`src/design/bspr_pkg.sv`:
```
// Shared package of the byte-stuffed packet receiver.
// Holds the line codes, address filter masks, the CRC-8 step function
// and the control structure passed to the CRC unit. No dependencies.
package bspr_pkg;

  // Line codes.
  localparam logic [7:0] BYTE_SOF     = 8'h00;  // start of frame
  localparam logic [7:0] BYTE_ESC     = 8'h80;  // escape prefix
  localparam logic [7:0] BYTE_ESC_SOF = 8'h81;  // escaped 0x00
  localparam logic [7:0] BYTE_ESC_ESC = 8'h82;  // escaped 0x80

  // Address filter masks.
  localparam logic [7:0] ADDR_INST_MASK  = 8'h0F;
  localparam logic [7:0] ADDR_CLASS_MASK = 8'hF0;
  localparam logic [7:0] ADDR_ALL        = 8'hFF;

  // CRC-8, reflected polynomial, worked a few bits per clock.
  localparam logic [7:0] CRC_POLY           = 8'h8C;
  localparam int         CRC_BITS_PER_CYCLE = 2;
  localparam int         CRC_CYCLES         = 8 / CRC_BITS_PER_CYCLE;

  // Payload counter: six bits, saturating at all ones on rejected frames.
  localparam int         COUNT_W   = 6;
  localparam logic [5:0] COUNT_MAX = 6'h3F;

  // Configuration register indexes.
  localparam int         CFG_IDX_W       = 2;
  localparam logic [1:0] CFG_OWN_ADDRESS = 2'd0;
  localparam logic [1:0] CFG_SNIFF_MODE  = 2'd1;
  localparam logic [1:0] CFG_IGNORE_CRC  = 2'd2;

  // Command to the CRC unit.
  typedef struct packed {
    logic       start;   // fold a new byte into the CRC
    logic       clear;   // start from zero instead of the running value
    logic [7:0] value;   // plain byte to fold in
  } crc_cmd_t;

  // One step of the bit-serial CRC: a few shift-and-reduce rounds.
  function automatic logic [7:0] crc_step(input logic [7:0] c);
    logic [7:0] r;
    r = c;
    for (int k = 0; k < CRC_BITS_PER_CYCLE; k++) begin
      r = r[0] ? ((r >> 1) ^ CRC_POLY) : (r >> 1);
    end
    return r;
  endfunction

endpackage

```
`src/design/bspr_ram.sv`:
```
// Generic single-port-write, single-port-read RAM with registered read data.
// No dependencies.
module bspr_ram #(
  parameter int WIDTH = 8,
  parameter int DEPTH = 32
) (
  input  logic                     clk,
  input  logic                     wr_en,
  input  logic [$clog2(DEPTH)-1:0] wr_addr,
  input  logic [WIDTH-1:0]         wr_data,
  input  logic                     rd_en,
  input  logic [$clog2(DEPTH)-1:0] rd_addr,
  output logic [WIDTH-1:0]         rd_data
);

  logic [WIDTH-1:0] mem [DEPTH];

  // Write port and registered read port.
  always_ff @(posedge clk) begin
    if (wr_en) begin
      mem[wr_addr] <= wr_data;
    end
    if (rd_en) begin
      rd_data <= mem[rd_addr];
    end
  end

endmodule

```
`src/design/bspr_crc_unit.sv`:
```
// Shared bit-serial CRC-8 unit of the packet receiver.
// Folds one byte into the running CRC in steps, with busy high until the last one; uses bspr_pkg.
module bspr_crc_unit (
  input  logic               clk,
  input  logic               rst,
  input  bspr_pkg::crc_cmd_t cmd,
  output logic [7:0]         crc,
  output logic               busy
);
  import bspr_pkg::*;

  localparam int CNT_W = (CRC_CYCLES > 2) ? $clog2(CRC_CYCLES) : 1;

  logic [CNT_W-1:0] steps_left;
  logic [7:0]       crc_base;

  assign crc_base = cmd.clear ? 8'h00 : crc;
  assign busy     = (steps_left != '0);

  // The first step runs in the cycle the byte arrives; the rest follow.
  always_ff @(posedge clk) begin
    if (rst) begin
      crc        <= 8'h00;
      steps_left <= '0;
    end else if (cmd.start) begin
      crc        <= crc_step(crc_base ^ cmd.value);
      steps_left <= CNT_W'(CRC_CYCLES - 1);
    end else if (busy) begin
      crc        <= crc_step(crc);
      steps_left <= steps_left - 1'b1;
    end
  end

endmodule

```
`src/design/byte_stuffed_packet_receiver_unit.sv`:
```
// Byte-stuffed packet receiver: frame parser, address filter and emitter.
// Depends on bspr_pkg, bspr_crc_unit and bspr_ram.
//
// Usage:
// Line bytes enter on rx_byte with in_valid; a beat is taken when in_valid
// is high and in_stall is low. 0x00 restarts a frame, 0x80 escapes the next
// 0x81 or 0x82. Header bytes, and payload bytes of a frame that is still
// wanted, stall the input: the shared CRC unit folds two bits per clock
// and in_stall stays high until it is done. Bytes seen outside a frame,
// escape bytes, start-of-frame bytes, payload bytes of a rejected frame
// and the CRC byte do not use the CRC unit. For a good frame the CRC byte
// starts the emitter, which reads the payload memory through its read and
// load states, one byte per result; an empty packet gives a single result
// with has_data low. in_stall stays high until the last result has been
// loaded into the output register. The output register holds its beat
// while out_stall is high, and the emitter waits on it.
// Reset (rst, synchronous) returns the parser to idle, clears the escape,
// empties the output register and loads own_address 1, sniff_mode 0 and
// ignore_crc 0. Configuration writes take effect on the next clock.
module byte_stuffed_packet_receiver_unit #(
  parameter int PAYLOAD_CAPACITY = 32
) (
  input  logic                          clk,
  input  logic                          rst,
  // configuration
  input  logic                          cfg_write,
  input  logic [bspr_pkg::CFG_IDX_W-1:0] cfg_index,
  input  logic [7:0]                    cfg_data,
  // line byte channel
  input  logic                          in_valid,
  output logic                          in_stall,
  input  logic [7:0]                    rx_byte,
  // result channel
  output logic                          out_valid,
  input  logic                          out_stall,
  output logic [7:0]                    dest_addr,
  output logic [7:0]                    source_addr,
  output logic [4:0]                    payload_length,
  output logic [7:0]                    command_id,
  output logic                          has_data,
  output logic [7:0]                    data_byte,
  output logic [4:0]                    byte_index,
  output logic                          last
);
  import bspr_pkg::*;

  localparam int         AW      = $clog2(PAYLOAD_CAPACITY);
  localparam logic [6:0] CAP_VAL = 7'(PAYLOAD_CAPACITY);
  localparam logic [7:0] LEN_MAX = 8'(PAYLOAD_CAPACITY - 1);

  typedef enum logic [2:0] {
    PH_IDLE, PH_DEST, PH_SRC, PH_LEN, PH_CMD, PH_DATA
  } phase_t;

  typedef enum logic [1:0] {
    S_IDLE, S_READ, S_LOAD
  } state_t;

  // Configuration registers.
  logic [7:0] own_address;
  logic       sniff_mode;
  logic       ignore_crc;

  // Parser state.
  phase_t             rx_phase, rx_phase_next;
  logic               escape_pending, escape_next;
  logic               reject_flag, reject_next;
  logic [COUNT_W-1:0] payload_count, payload_count_next;
  logic [7:0]         hdr_dest, hdr_source, hdr_length, hdr_command;
  logic               hdr_dest_we, hdr_source_we, hdr_length_we, hdr_command_we;

  // Emitter state.
  state_t             state;
  logic [COUNT_W-1:0] emit_idx;
  logic               start_emit;
  logic               emit_has;
  logic               emit_last;

  // Datapath helpers.
  logic       rx_fire;
  logic [7:0] byte_plain;
  logic [7:0] byte_inv;
  logic       dest_ok;
  logic       at_crc;
  logic       crc_ok;
  crc_cmd_t   crc_cmd;
  logic [7:0] crc_value;
  logic       crc_busy;
  logic       ram_wr_en;
  logic [7:0] ram_rd_data;

  // Configuration writes; unknown indexes are ignored.
  always_ff @(posedge clk) begin
    if (rst) begin
      own_address <= 8'h01;
      sniff_mode  <= 1'b0;
      ignore_crc  <= 1'b0;
    end else if (cfg_write) begin
      case (cfg_index)
        CFG_OWN_ADDRESS: own_address <= cfg_data;
        CFG_SNIFF_MODE:  sniff_mode  <= cfg_data[0];
        CFG_IGNORE_CRC:  ignore_crc  <= cfg_data[0];
        default: ;
      endcase
    end
  end

  // Input handshake: a byte is taken only while parser, CRC and emitter are free.
  assign in_stall = (state != S_IDLE) || crc_busy;
  assign rx_fire  = in_valid && !in_stall;

  // Escape decoding and per-byte helpers.
  always_comb begin
    if (escape_pending && rx_byte == BYTE_ESC_SOF) begin
      byte_plain = BYTE_SOF;
    end else if (escape_pending && rx_byte == BYTE_ESC_ESC) begin
      byte_plain = BYTE_ESC;
    end else begin
      byte_plain = rx_byte;
    end
  end

  assign byte_inv = ~byte_plain;
  assign dest_ok  = sniff_mode
                 || (byte_plain == own_address)
                 || (byte_plain == ADDR_ALL)
                 || (((byte_plain & ADDR_INST_MASK) == ADDR_INST_MASK)
                     && ((byte_plain & ADDR_CLASS_MASK)
                         == (own_address & ADDR_CLASS_MASK)));
  assign at_crc   = ({2'b00, payload_count} >= hdr_length);
  assign crc_ok   = ignore_crc || (crc_value == byte_plain);

  // Frame parser: next values of the parser state for an accepted byte.
  always_comb begin
    rx_phase_next      = rx_phase;
    escape_next        = escape_pending;
    reject_next        = reject_flag;
    payload_count_next = payload_count;
    hdr_dest_we        = 1'b0;
    hdr_source_we      = 1'b0;
    hdr_length_we      = 1'b0;
    hdr_command_we     = 1'b0;
    crc_cmd            = '0;
    ram_wr_en          = 1'b0;
    start_emit         = 1'b0;
    if (rx_fire) begin
      if (rx_byte == BYTE_SOF) begin
        rx_phase_next = PH_DEST;
        escape_next   = 1'b0;
        reject_next   = 1'b0;
      end else if (rx_byte == BYTE_ESC) begin
        escape_next = 1'b1;
      end else begin
        escape_next = 1'b0;
        case (rx_phase)
          PH_DEST: begin
            reject_next   = !dest_ok;
            hdr_dest_we   = 1'b1;
            crc_cmd       = '{start: 1'b1, clear: 1'b1, value: byte_plain};
            rx_phase_next = PH_SRC;
          end
          PH_SRC: begin
            hdr_source_we = 1'b1;
            crc_cmd       = '{start: 1'b1, clear: 1'b0, value: byte_plain};
            rx_phase_next = PH_LEN;
          end
          PH_LEN: begin
            if (byte_inv > LEN_MAX) begin
              reject_next = 1'b1;
            end
            hdr_length_we = 1'b1;
            crc_cmd       = '{start: 1'b1, clear: 1'b0, value: byte_inv};
            rx_phase_next = PH_CMD;
          end
          PH_CMD: begin
            hdr_command_we     = 1'b1;
            crc_cmd            = '{start: 1'b1, clear: 1'b0, value: byte_inv};
            payload_count_next = '0;
            rx_phase_next      = PH_DATA;
          end
          PH_DATA: begin
            if (at_crc) begin
              // CRC position: emit the packet if it checks out.
              rx_phase_next = PH_IDLE;
              start_emit    = crc_ok && !reject_flag;
            end else if (!reject_flag) begin
              ram_wr_en          = ({1'b0, payload_count} < CAP_VAL);
              payload_count_next = payload_count + 1'b1;
              crc_cmd            = '{start: 1'b1, clear: 1'b0, value: byte_inv};
            end else if (payload_count != COUNT_MAX) begin
              payload_count_next = payload_count + 1'b1;
            end
          end
          default: ;
        endcase
      end
    end
  end

  // Header registers; written before they are read.
  always_ff @(posedge clk) begin
    if (hdr_dest_we) begin
      hdr_dest <= byte_plain;
    end
    if (hdr_source_we) begin
      hdr_source <= byte_plain;
    end
    if (hdr_length_we) begin
      hdr_length <= byte_inv;
    end
    if (hdr_command_we) begin
      hdr_command <= byte_inv;
    end
  end

  // Emitter flags for the result being loaded.
  assign emit_has  = (hdr_length != 8'h00);
  assign emit_last = !emit_has || (({2'b00, emit_idx} + 8'd1) == hdr_length);

  // Parser state, emitter sequencer and output register.
  always_ff @(posedge clk) begin
    if (rst) begin
      rx_phase       <= PH_IDLE;
      escape_pending <= 1'b0;
      reject_flag    <= 1'b0;
      payload_count  <= '0;
      state          <= S_IDLE;
      emit_idx       <= '0;
      out_valid      <= 1'b0;
    end else begin
      rx_phase       <= rx_phase_next;
      escape_pending <= escape_next;
      reject_flag    <= reject_next;
      payload_count  <= payload_count_next;
      // In the load state the output register is either refilled or held.
      if (out_valid && !out_stall && (state != S_LOAD)) begin
        out_valid <= 1'b0;
      end
      case (state)
        S_IDLE: begin
          if (start_emit) begin
            emit_idx <= '0;
            state    <= S_READ;
          end
        end
        S_READ: begin
          state <= S_LOAD;
        end
        S_LOAD: begin
          // Load the next beat once the output register is free.
          if (!out_valid || !out_stall) begin
            out_valid      <= 1'b1;
            dest_addr      <= hdr_dest;
            source_addr    <= hdr_source;
            payload_length <= hdr_length[4:0];
            command_id     <= hdr_command;
            has_data       <= emit_has;
            data_byte      <= emit_has ? ram_rd_data : 8'h00;
            byte_index     <= emit_has ? emit_idx[4:0] : 5'd0;
            last           <= emit_last;
            if (emit_last) begin
              state <= S_IDLE;
            end else begin
              emit_idx <= emit_idx + 1'b1;
              state    <= S_READ;
            end
          end
        end
        default: state <= S_IDLE;
      endcase
    end
  end

  // Shared CRC unit.
  bspr_crc_unit u_crc (
    .clk  (clk),
    .rst  (rst),
    .cmd  (crc_cmd),
    .crc  (crc_value),
    .busy (crc_busy)
  );

  // Payload memory.
  bspr_ram #(
    .WIDTH (8),
    .DEPTH (PAYLOAD_CAPACITY)
  ) u_payload_ram (
    .clk     (clk),
    .wr_en   (ram_wr_en),
    .wr_addr (payload_count[AW-1:0]),
    .wr_data (byte_inv),
    .rd_en   (state == S_READ),
    .rd_addr (emit_idx[AW-1:0]),
    .rd_data (ram_rd_data)
  );

  // A byte is never taken while the CRC unit is still folding the last one.
  a_no_accept_crc_busy: assert property (@(posedge clk) disable iff (rst)
    crc_busy |-> in_stall)
    else $error("input beat accepted while CRC unit busy");

  // A result other than the last one implies the emitter is still running.
  a_emit_running: assert property (@(posedge clk) disable iff (rst)
    (out_valid && !last) |-> (state != S_IDLE))
    else $error("emitter idle before last result");

  // Payload writes stay inside the announced length.
  a_write_in_length: assert property (@(posedge clk) disable iff (rst)
    ram_wr_en |-> ({2'b00, payload_count} < hdr_length))
    else $error("payload write beyond frame length");

  // Reset empties the output register.
  a_reset_out: assert property (@(posedge clk)
    rst |=> !out_valid)
    else $error("result valid right after reset");

endmodule

```
`config.mk`:
```
export PLATFORM = sky130hd
export DESIGN_NAME = byte_stuffed_packet_receiver_unit
export DESIGN_NICKNAME = d
export VERILOG_FILES = /design/src/design/bspr_pkg.sv /design/src/design/bspr_ram.sv /design/src/design/bspr_crc_unit.sv /design/src/design/byte_stuffed_packet_receiver_unit.sv
export SDC_FILE = /design/constraint.sdc
export NUM_CORES = 1
export LEC_CHECK = 0
export CAP_MARGIN = 10
export CORE_MARGIN = 2
export CORE_UTILIZATION = 49
export CTS_CLUSTER_DIAMETER = 200
export CTS_CLUSTER_SIZE = 25
export DETAILED_ROUTE_END_ITERATION = 10
export DONT_BUFFER_PORTS = 1
export HOLD_SLACK_MARGIN = 0.05
export PLACE_DENSITY = 0.74
export SYNTH_ARGS = -nofsm -noshare
export SYNTH_HDL_FRONTEND = slang
export SYNTH_SLANG_ARGS = --single-unit
```
`constraint.sdc`:
```
create_clock -name clk -period 6.04 [get_ports clk]
set_input_delay 1.208 -clock clk [delete_from_list [all_inputs] [get_ports clk]]
set_output_delay 1.208 -clock clk [all_outputs]
set_load 0.01 [all_outputs]
```
==> results of run 1 <==
==> cells in the final DEF (no fill, tap or decap), drive strengths merged, types with 6 or more instances in the layout <==
cell / synthesis / routed
edfxtp: 340 / 340
mux4: 80 / 80
nor2: 76 / 76
nand2: 42 / 42
dfxtp: 40 / 40
clkbuf: 26 / 32
xor2: 28 / 28
inv: 25 / 26
xnor2: 18 / 18
a21oi: 17 / 17
and2: 16 / 16
mux2i: 14 / 14
a211oi: 14 / 14
o21ai: 13 / 13
ha: 12 / 12
nor3: 12 / 12
mux2: 9 / 9
nor2b: 8 / 8
a31oi: 8 / 8
nand4: 7 / 7
nand3: 7 / 7
and3: 7 / 7
nand3b: 6 / 6
buf: 24 / 6
==> power by group <==
group	internal (mW)	switching (mW)
clock	0.611	0.772
sequential	2.88	0.0405
combinational	0.123	0.172
==> final timing paths <==
kind                              end  depth (start not counted)
min reg2reg              dest_addr[5]                          0
max          u_payload_ram.mem[17][6]                          8
min                      dest_addr[5]                          0
max reg2reg  u_payload_ram.mem[17][6]                          8
==> kinds of logic (layout without fill, tap and decap cells) <==
logic type	Yosys count	count (layout)	share of synthesized area (%)
adders and majority gates	12	12	0.969
xor gates and xnor gates	47	47	2.79
AOI/OAI and AO/OA	80	80	3.79
buffers and inverters	76	66	1.93
and+or+nand+nor	196	196	6.30
DFF	380	380	71.0
muxes	103	103	13.2
==> final cells by class <==
type,count,area (µm²),share of cell area [%]
clock inverter,2,28.8,0.175
tap,402,503,3.06
clock buffer,32,524,3.19
sequential,380,11000,67.1
multi-input combinational,438,4200,25.6
inverter,26,97.6,0.595
timing repair buffer,6,45.0,0.274
==> layer usage <==
metal | vias up | global-route usage (%)
li1 | 3407 | -
met1 | 3972 | 28.8
met2 | 427 | 30.4
met3 | 63 | 4.59
met4 | 2 | 6.19
met5 | - | 0
==> critical path: stages, from the launching register on <==
cell and delay, ps:
dfxtp_1 330, inv_1 60, ha_1 460, and4bb_1 320
a21boi_4 420, nand4_1 190, a211oi_1 480, nand2_1 510
nor2_1 690
==> state kept, by name (all words and copies together) (netlist names), 2 cells and up <==
register,flops
payload_count,6
state,2
u_payload_ram.rd_data,8
payload_length,5
data_byte,8
rx_phase,3
emit_idx,6
own_address,8
hdr_source,8
command_id,8
hdr_dest,8
u_payload_ram.mem,256
source_addr,8
hdr_length,8
byte_index,5
dest_addr,8
hdr_command,8
u_crc.crc,8
u_crc.steps_left,2
==> through the flow <==
| step | total power [mW] | std cells | setup WS (ps) | util [%] | hold slack (ps) |
|---|---|---|---|---|---|
| CTS | 4.61 | 1286 | 2230 | 52.4 | 425 |
| detailed placement | 3.27 | 1252 | 1950 | 50.6 | 405 |
| finish | 4.60 | 1286 | 2220 | 52.4 | 421 |
| global placement | 3.26 | 1252 | 2010 | 50.6 | 405 |
| global route | 4.75 | 1286 | 1870 | 52.4 | 429 |
| floorplan | 3.20 | 894 | 2310 | - | 400 |
==> metrics.csv, run 1 <==
metric;value;unit
worst-path maximum fanout;17;
max_slew headroom;28.2;%
Worst-path clk slew;90;ps
number of flops mapped to enable cells by yosys;340;
largest net degree at the start of global routing;45;
Clock Latency Late Sink;530;ps
core area;0.0313;mm²
Setup Crit Path Kind;reg2reg;
layout cells sized above 1;16.1;%
Pre-antenna DRT Iters;7;
top-count cell post-synth;edfxtp_1;
DRT met1 WL;13400;µm
Post-CTS Setup Bufs;0;
Most used DFF post-synth;edfxtp_1;
Critical Path End Type;flip-flop;
Seq/Total Area, Yosys;71.0;%
HP Class;reg2reg;
Ports;69;
DRT iter0 DRCs;919;
Root Driver;clkbuf_16;
Commonest cells post-synth;edfxtp_1, mux4_2, nor2_1, nand2_1, dfxtp_1;
Mapped Nets;929;
Worst EP arrival;3990;ps
Mapped Cells;894;
PD cells;280;mW/mm²
origin of the worst min-delay path;hdr_dest[5];
Synth Warn #;0;
Period minus WS final;3820;ps
MaxCap Viol Count;0;
Worst Setup Start Kind;flip-flop;
Die Span X;182;µm
Final Skew;24.3;ps
# port buffers;0;
Final Cycle Share;63.3;%
routed length on met3;3060;µm
fillcell total;2352;
post_cts resized;0;
Critical R2R Launch;u_crc.steps_left[0];
die area;0.0331;mm²
largest cells by area after synthesis;edfxtp_1, mux4_2, dfxtp_1, nor2_1, xor2_1;
post-synth top area share;65.9;%
DPL Wire Length;20200;µm
Rows;65;
placed cell areas;0.0159;mm²
ANT cells;0;
Starting Density;49.5;%
Num CTS Buffers;19;
Async SR Flop Fraction;0;%
Fmax achieved;262;MHz
gpl congestion;0.884;
# DRC;0;
status;finished clean;
Final Hold Fails;0;
Worst-Margin Slew;1080;ps
cell taking the most area after synthesis;edfxtp_1;
number of global-route vias before repair;7493;
flops & latches, synth;380;
initial antenna violation count;1;
drt wl/cell;25.1;µm
unique cell type count in the Yosys netlist;63;
drt via density;6.12;
grt ovf;0;
overall routed net length;32300;µm
post-route antenna net violation count;0;
via count;7871;
Syn Std Cell Area;0.0155;mm²
Slew Limit Fails;0;
Die Ht;182;µm
CTS max path bufs;3;
top routing layer in use;met5;
final setup violation count;0;
Finished Cell Area;0.0164;mm²
Final #Nets;906;
unrepaired setup endpoints after global routing;false;
Tot GR Track Use;19.9;%
Lkg Pwr;5.01;nW
met2 wire length;14900;µm
Critical Path RT;6210;ps
Worst Setup SP;u_crc.steps_left[0];
Clock Sinks;380;
htree depth;1;
FF-to-FF setup slack;2220;ps
CTS tree;done;
Final TNS setup;0;ps
Area growth syn-to-layout;5.88;%
CTS Hold Buffers Added;0;
first-pass GRT wire length;48500;µm
Max IR drop VDD;146;µV
syn avg cell area;17.3;µm²
Note: power is estimated with default switching activity, not from simulation.
==> inputs of run 2 (changes only) <==
--- a/config.mk
+++ b/config.mk
@@ -13,7 +13,7 @@
 export DETAILED_ROUTE_END_ITERATION = 10
 export DONT_BUFFER_PORTS = 1
 export HOLD_SLACK_MARGIN = 0.05
-export PLACE_DENSITY = 0.74
+export PLACE_DENSITY = 0.76
 export SYNTH_ARGS = -nofsm -noshare
 export SYNTH_HDL_FRONTEND = slang
 export SYNTH_SLANG_ARGS = --single-unit
==> constraint.sdc (replaced) <==
create_clock -name clk -period 3.5 [get_ports clk]
set_input_delay 0.7 -clock clk [delete_from_list [all_inputs] [get_ports clk]]
set_output_delay 0.7 -clock clk [all_outputs]
set_load 0.01 [all_outputs]
==> metrics.csv, run 2 (same netlist as run 1, synthesis figures left out) <==
metric;value;unit;change
status;finished clean;;unchanged
layout cells sized above 1;20.4;%;was 16.1%
Clock Latency Late Sink;540;ps;was 530 ps
Final Skew;26.8;ps;was 24.3 ps
Ports;69;;unchanged
Final #Nets;961;;was 906
CTS max path bufs;3;;unchanged
Die Span X;182;µm;unchanged
Tot GR Track Use;19.3;%;was 19.9%
Area growth syn-to-layout;8.63;%;was 5.88%
DPL Wire Length;20100;µm;was 20200 µm
largest net degree at the start of global routing;49;;was 45
Tot Pwr;7.95;mW;was 4.60 mW
Critical Path End Type;flip-flop;;unchanged
Biggest register;u_payload_ram.mem;;unchanged
ANT cells;0;;unchanged
Root Driver;clkbuf_16;;unchanged
Worst-path clk slew;110;ps;was 90 ps
FF-to-FF setup slack;250;ps;was 2220 ps
grt ovf;0;;unchanged
initial antenna violation count;1;;unchanged
commonest non-fill, non-tap cells in the layout;edfxtp_1, mux4_2, nor2_1;;unchanged
CTS Hold Buffers Added;0;;unchanged
Max IR drop VDD;304;µV;was 146 µV
worst-path maximum fanout;8;;was 17
MaxCap Viol Count;0;;unchanged
Final Hold Fails;0;;unchanged
Starting Density;49.5;%;unchanged
PD cells;472;mW/mm²;was 280 mW/mm²
Critical Path RT;3730;ps;was 6210 ps
post_cts resized;0;;unchanged
post-route antenna net violation count;0;;unchanged
overall routed net length;31600;µm;was 32300 µm
CTS tree;done;;unchanged
# DRC;0;;unchanged
dpl ws;306;ps;was 1950 ps
gpl congestion;0.831;;was 0.884
worst setup margin;246;ps;was 2220 ps
Rows;65;;unchanged
Worst-Margin Slew;957;ps;was 1080 ps
Worst EP arrival;3490;ps;was 3990 ps
max FFs per register;256;;unchanged
core area;0.0313;mm²;unchanged
via count;8051;;was 7871
unrepaired setup endpoints after global routing;false;;unchanged
# port buffers;0;;unchanged
Fmax achieved;307;MHz;was 262 MHz
number of global-route vias before repair;7899;;was 7493
Die Ht;182;µm;unchanged
die area;0.0331;mm²;unchanged
Clock Sinks;380;;unchanged
Final Cycle Share;93.0;%;was 63.3%
Period minus WS final;3250;ps;was 3820 ps
Final TNS setup;0;ps;unchanged
Worst Setup Start Kind;flip-flop;;unchanged
drt wl/cell;23.5;µm;was 25.1 µm
commonest non-fill, non-tap cell in the layout;edfxtp_1;;unchanged
first-pass GRT wire length;48600;µm;was 48500 µm
max_slew headroom;36.0;%;was 28.2%
drt via density;6.00;;was 6.12
Num CTS Buffers;19;;unchanged
Pre-antenna DRT Iters;5;;was 7
Post-CTS Setup Bufs;0;;unchanged
Slew Limit Fails;0;;unchanged
htree depth;1;;unchanged
DRT iter0 DRCs;908;;was 919
final setup violation count;0;;unchanged
HP Class;in2reg;;was reg2reg
Setup Crit Path Kind;reg2reg;;unchanged
Lkg Pwr;5.32;nW;was 5.01 nW
[run 2: cell types whose count changed in the layout (fill, tap and decap cells not counted), sizes merged]
cell    previous run  this run
clkinv             2         1
inv               26        27
buf                6        61
[run 2: per-stage QoR]
stage / instances / instance area, µm² / utilization [%] / hold WS [ps]
global route: 1341 / 16800 / 53.8 / 209
detailed placement: 1307 / 16300 / 52.0 / 405
finish: 1341 / 16800 / 53.8 / 231
global placement: 1307 / 16300 / 52.0 / 403
floorplan: 894 / 15500 / - / 400
CTS: 1341 / 16800 / 53.8 / 214
[run 2: routing by layer]
layer  share of wire [%]  track usage, %  vias to the layer above  routed length, µm
li1                    -               -                     3511                  -
met1                  42            28.0                     4062              13200
met2                  46            30.4                      416              14600
met3                 9.0            3.47                       60               2830
met4                 2.8            5.68                        2                870
met5               0.025               0                        -                  8
[run 2: cell type report]
type	instances	area, µm²
fillers	2329	14500
clock inverters	2	28.8
well taps	402	503
multi-input cells	438	4200
clock buffers	32	524
inverters	26	97.6
flip-flops and latches	380	11000
repair buffers	61	470
[run 2: path summary, 6_finish.rpt]
kind | from | to | cells after the start
worst min-delay path | rst | own_address[4] | 1
worst min register to register | hdr_command[2] | command_id[2] | 0
worst max-delay path | hdr_length[0] | u_payload_ram.mem[15][6] | 9
worst max register to register | hdr_length[0] | u_payload_ram.mem[15][6] | 9
[run 2: power by group]
| part | total, mW | switching, mW | internal, mW |
|---|---|---|---|
| Sequential | 5.03 | 0.0632 | 4.96 |
| Clock | 2.40 | 1.35 | 1.05 |
| Combinational | 0.525 | 0.296 | 0.228 |
| Total | 7.95 | 1.71 | 6.25 |
[run 2: worst max-delay path, cell delays in order, from the launching register on]
cell       delay [ps]
edfxtp_1          470
ha_1              300
nand2b_1          150
a2111oi_2         410
o21ai_0           210
a211oi_1          450
nand2_1           380
buf_4             270
nor2_1            120
buf_4             180
==> inputs of run 3 (changes only) <==
==> constraint.sdc (replaced) <==
create_clock -name clk -period 3.5 [get_ports clk]
set_input_delay 0.175 -clock clk [delete_from_list [all_inputs] [get_ports clk]]
set_output_delay 0.175 -clock clk [all_outputs]
set_load 0.01 [all_outputs]
==> metrics.csv, run 3 (same netlist as run 1, synthesis figures left out) <==
metric;value;unit;change
# port buffers;0;;unchanged
max FFs per register;256;;unchanged
core area;0.0313;mm²;unchanged
met2 Usage GRT;31.7;%;was 30.4%
Area growth syn-to-layout;10.3;%;was 8.63%
Final Hold Fails;0;;unchanged
CTS max path bufs;3;;unchanged
drt via density;6.02;;was 6.00
grt peak-use layer;met2;;unchanged
# DRC;0;;unchanged
met3 Use GR;3.47;%;unchanged
Die Span X;182;µm;unchanged
Worst-path clk slew;100;ps;was 110 ps
Tot GR Track Use;19.8;%;was 19.3%
drt wl/cell;23.9;µm;was 23.5 µm
Max IR drop VDD;327;µV;was 304 µV
Finished Cell Area;0.0171;mm²;was 0.0168 mm²
Num CTS Buffers;19;;unchanged
hold path cells;3;;was 1
fillcell total;2283;;was 2329
number of global-route vias before repair;7944;;was 7899
Post-CTS Setup Bufs;0;;unchanged
sink of the worst hold path;escape_pending;;was own_address[4]
reg2reg path depth;9;;unchanged
final setup violation count;0;;unchanged
Slew Limit Fails;0;;unchanged
gpl congestion;0.838;;was 0.831
Final #Nets;985;;was 961
dpl ws;124;ps;was 306 ps
largest net degree at the start of global routing;47;;was 49
HP Class;in2reg;;unchanged
Final Skew;23.9;ps;was 26.8 ps
Final Cycle Share;91.3;%;was 93.0%
PD cells;465;mW/mm²;was 472 mW/mm²
Rows;65;;unchanged
RR Endpoint;u_payload_ram.mem[12][2];;was u_payload_ram.mem[15][6]
Lkg Pwr;5.41;nW;was 5.32 nW
Critical Path RT;3730;ps;about the same
layout cells sized above 1;20.7;%;was 20.4%
worst-path maximum fanout;8;;unchanged
first-pass GRT wire length;49300;µm;was 48600 µm
origin of the worst min-delay path;in_valid;;was rst
Tot Pwr;7.95;mW;about the same
placed cell areas;0.0163;mm²;about the same
Period minus WS final;3200;ps;was 3250 ps
Critical Path End Type;flip-flop;;unchanged
DRT iter0 DRCs;1077;;was 908
Ports;69;;unchanged
met1 Usage GRT;28.0;%;about the same
via count;8183;;was 8051
htree depth;1;;unchanged
status;finished clean;;unchanged
Die Ht;182;µm;unchanged
commonest non-fill, non-tap cell in the layout;edfxtp_1;;unchanged
Worst EP arrival;3430;ps;was 3490 ps
commonest non-fill, non-tap cells in the layout;edfxtp_1, mux4_2, nor2_1;;unchanged
DPL Wire Length;20400;µm;was 20100 µm
CTS tree;done;;unchanged
FF-to-FF setup slack;300;ps;was 250 ps
Worst-Margin Slew;880;ps;was 957 ps
Biggest register;u_payload_ram.mem;;unchanged
die area;0.0331;mm²;unchanged
Root Driver;clkbuf_16;;unchanged
Critical R2R Launch;payload_count[0];;was hdr_length[0]
worst setup margin;303;ps;was 246 ps
area of the multi-input gates;0.00421;mm²;was 0.00420 mm²
post-route antenna net violation count;0;;unchanged
max_slew headroom;41.2;%;was 36.0%
Worst Setup Start Kind;flip-flop;;unchanged
initial antenna violation count;1;;unchanged
grt ovf;0;;unchanged
Reg area;0.0110;mm²;unchanged
overall routed net length;32600;µm;was 31600 µm
Starting Density;49.5;%;unchanged
Setup Crit Path Kind;reg2reg;;unchanged
Clock Latency Late Sink;530;ps;was 540 ps
Fmax achieved;313;MHz;was 307 MHz
Pre-antenna DRT Iters;5;;unchanged
Final TNS setup;0;ps;unchanged
MaxCap Viol Count;0;;unchanged
worst hold slack;75.6;ps;was 231 ps
Clock Sinks;380;;unchanged
-- run 3: cell count changes in the layout (fill, tap and decap cells not counted), moves of 2 or more --
cell           change
nand2_2            +3
nand2_1            -3
clkbuf_1           -7
diode_2            +2
buf_12             +2
dlygate4sd3_1     +22
-- run 3: routing by layer --
metal  routed length, µm  vias up  part of all wire, %
li1                    -     3554                    -
met5                   0        -                    0
met1               13500     4133                   41
met2               15500      434                   48
met4                 840        0                  2.6
met3                2730       62                  8.4
-- run 3: stage by stage --
| step | std cells | utilization (%) |
|---|---|---|
| finish | 1360 | 54.6 |
| global route | 1358 | 54.6 |
| CTS | 1358 | 54.5 |
| detailed placement | 1308 | 52.1 |
| global placement | 1308 | 52.1 |
| floorplan | 894 | - |
-- run 3: repair_timing --
action | 4_1_cts | 5_1_grt
gates resized for setup | 0 | 4
hold endpoints to repair | 50 | 0
hold buffers | 23 | 0
setup endpoints to repair | 0 | 191
-- run 3: critical path: stages (launching register included) --
cell and delay [ps]:
dfxtp_1 440, inv_1 120, ha_1 290, nand2b_1 150, a2111oi_2 450, o21ai_0 250, a211oi_2 450, nand2_2 320
nor2_1 220, buf_4 210
-- run 3: report_power, final --
group	switching, mW	internal, mW	total [mW]
clock network	1.33	1.02	2.36
registers	0.0660	4.96	5.03
logic	0.313	0.254	0.567
-- run 3: worst max path at each step --
stage | startpoint | end | slack [ps] | cells past startpoint
after floorplan | state[1] | byte_index[0] | 360 | 4
after global placement | payload_count[0] | u_payload_ram.mem[31][5] | 250 | 9
after detailed placement | payload_count[0] | u_payload_ram.mem[31][5] | 120 | 9
after CTS | payload_count[0] | u_payload_ram.mem[31][0] | 120 | 9
after global routing | payload_count[0] | u_payload_ram.mem[31][5] | -1 | 9
final | payload_count[0] | u_payload_ram.mem[12][2] | 300 | 9
-- run 3: layout make-up --
type	count	share of cell area, %
sequential	380	64.5
multi-input combinational	438	24.6
timing repair buffer	85	4.28
tap	402	2.94
clock buffer	25	2.91
inverter	26	0.571
clock inverter	2	0.168
antenna	2	0.0293
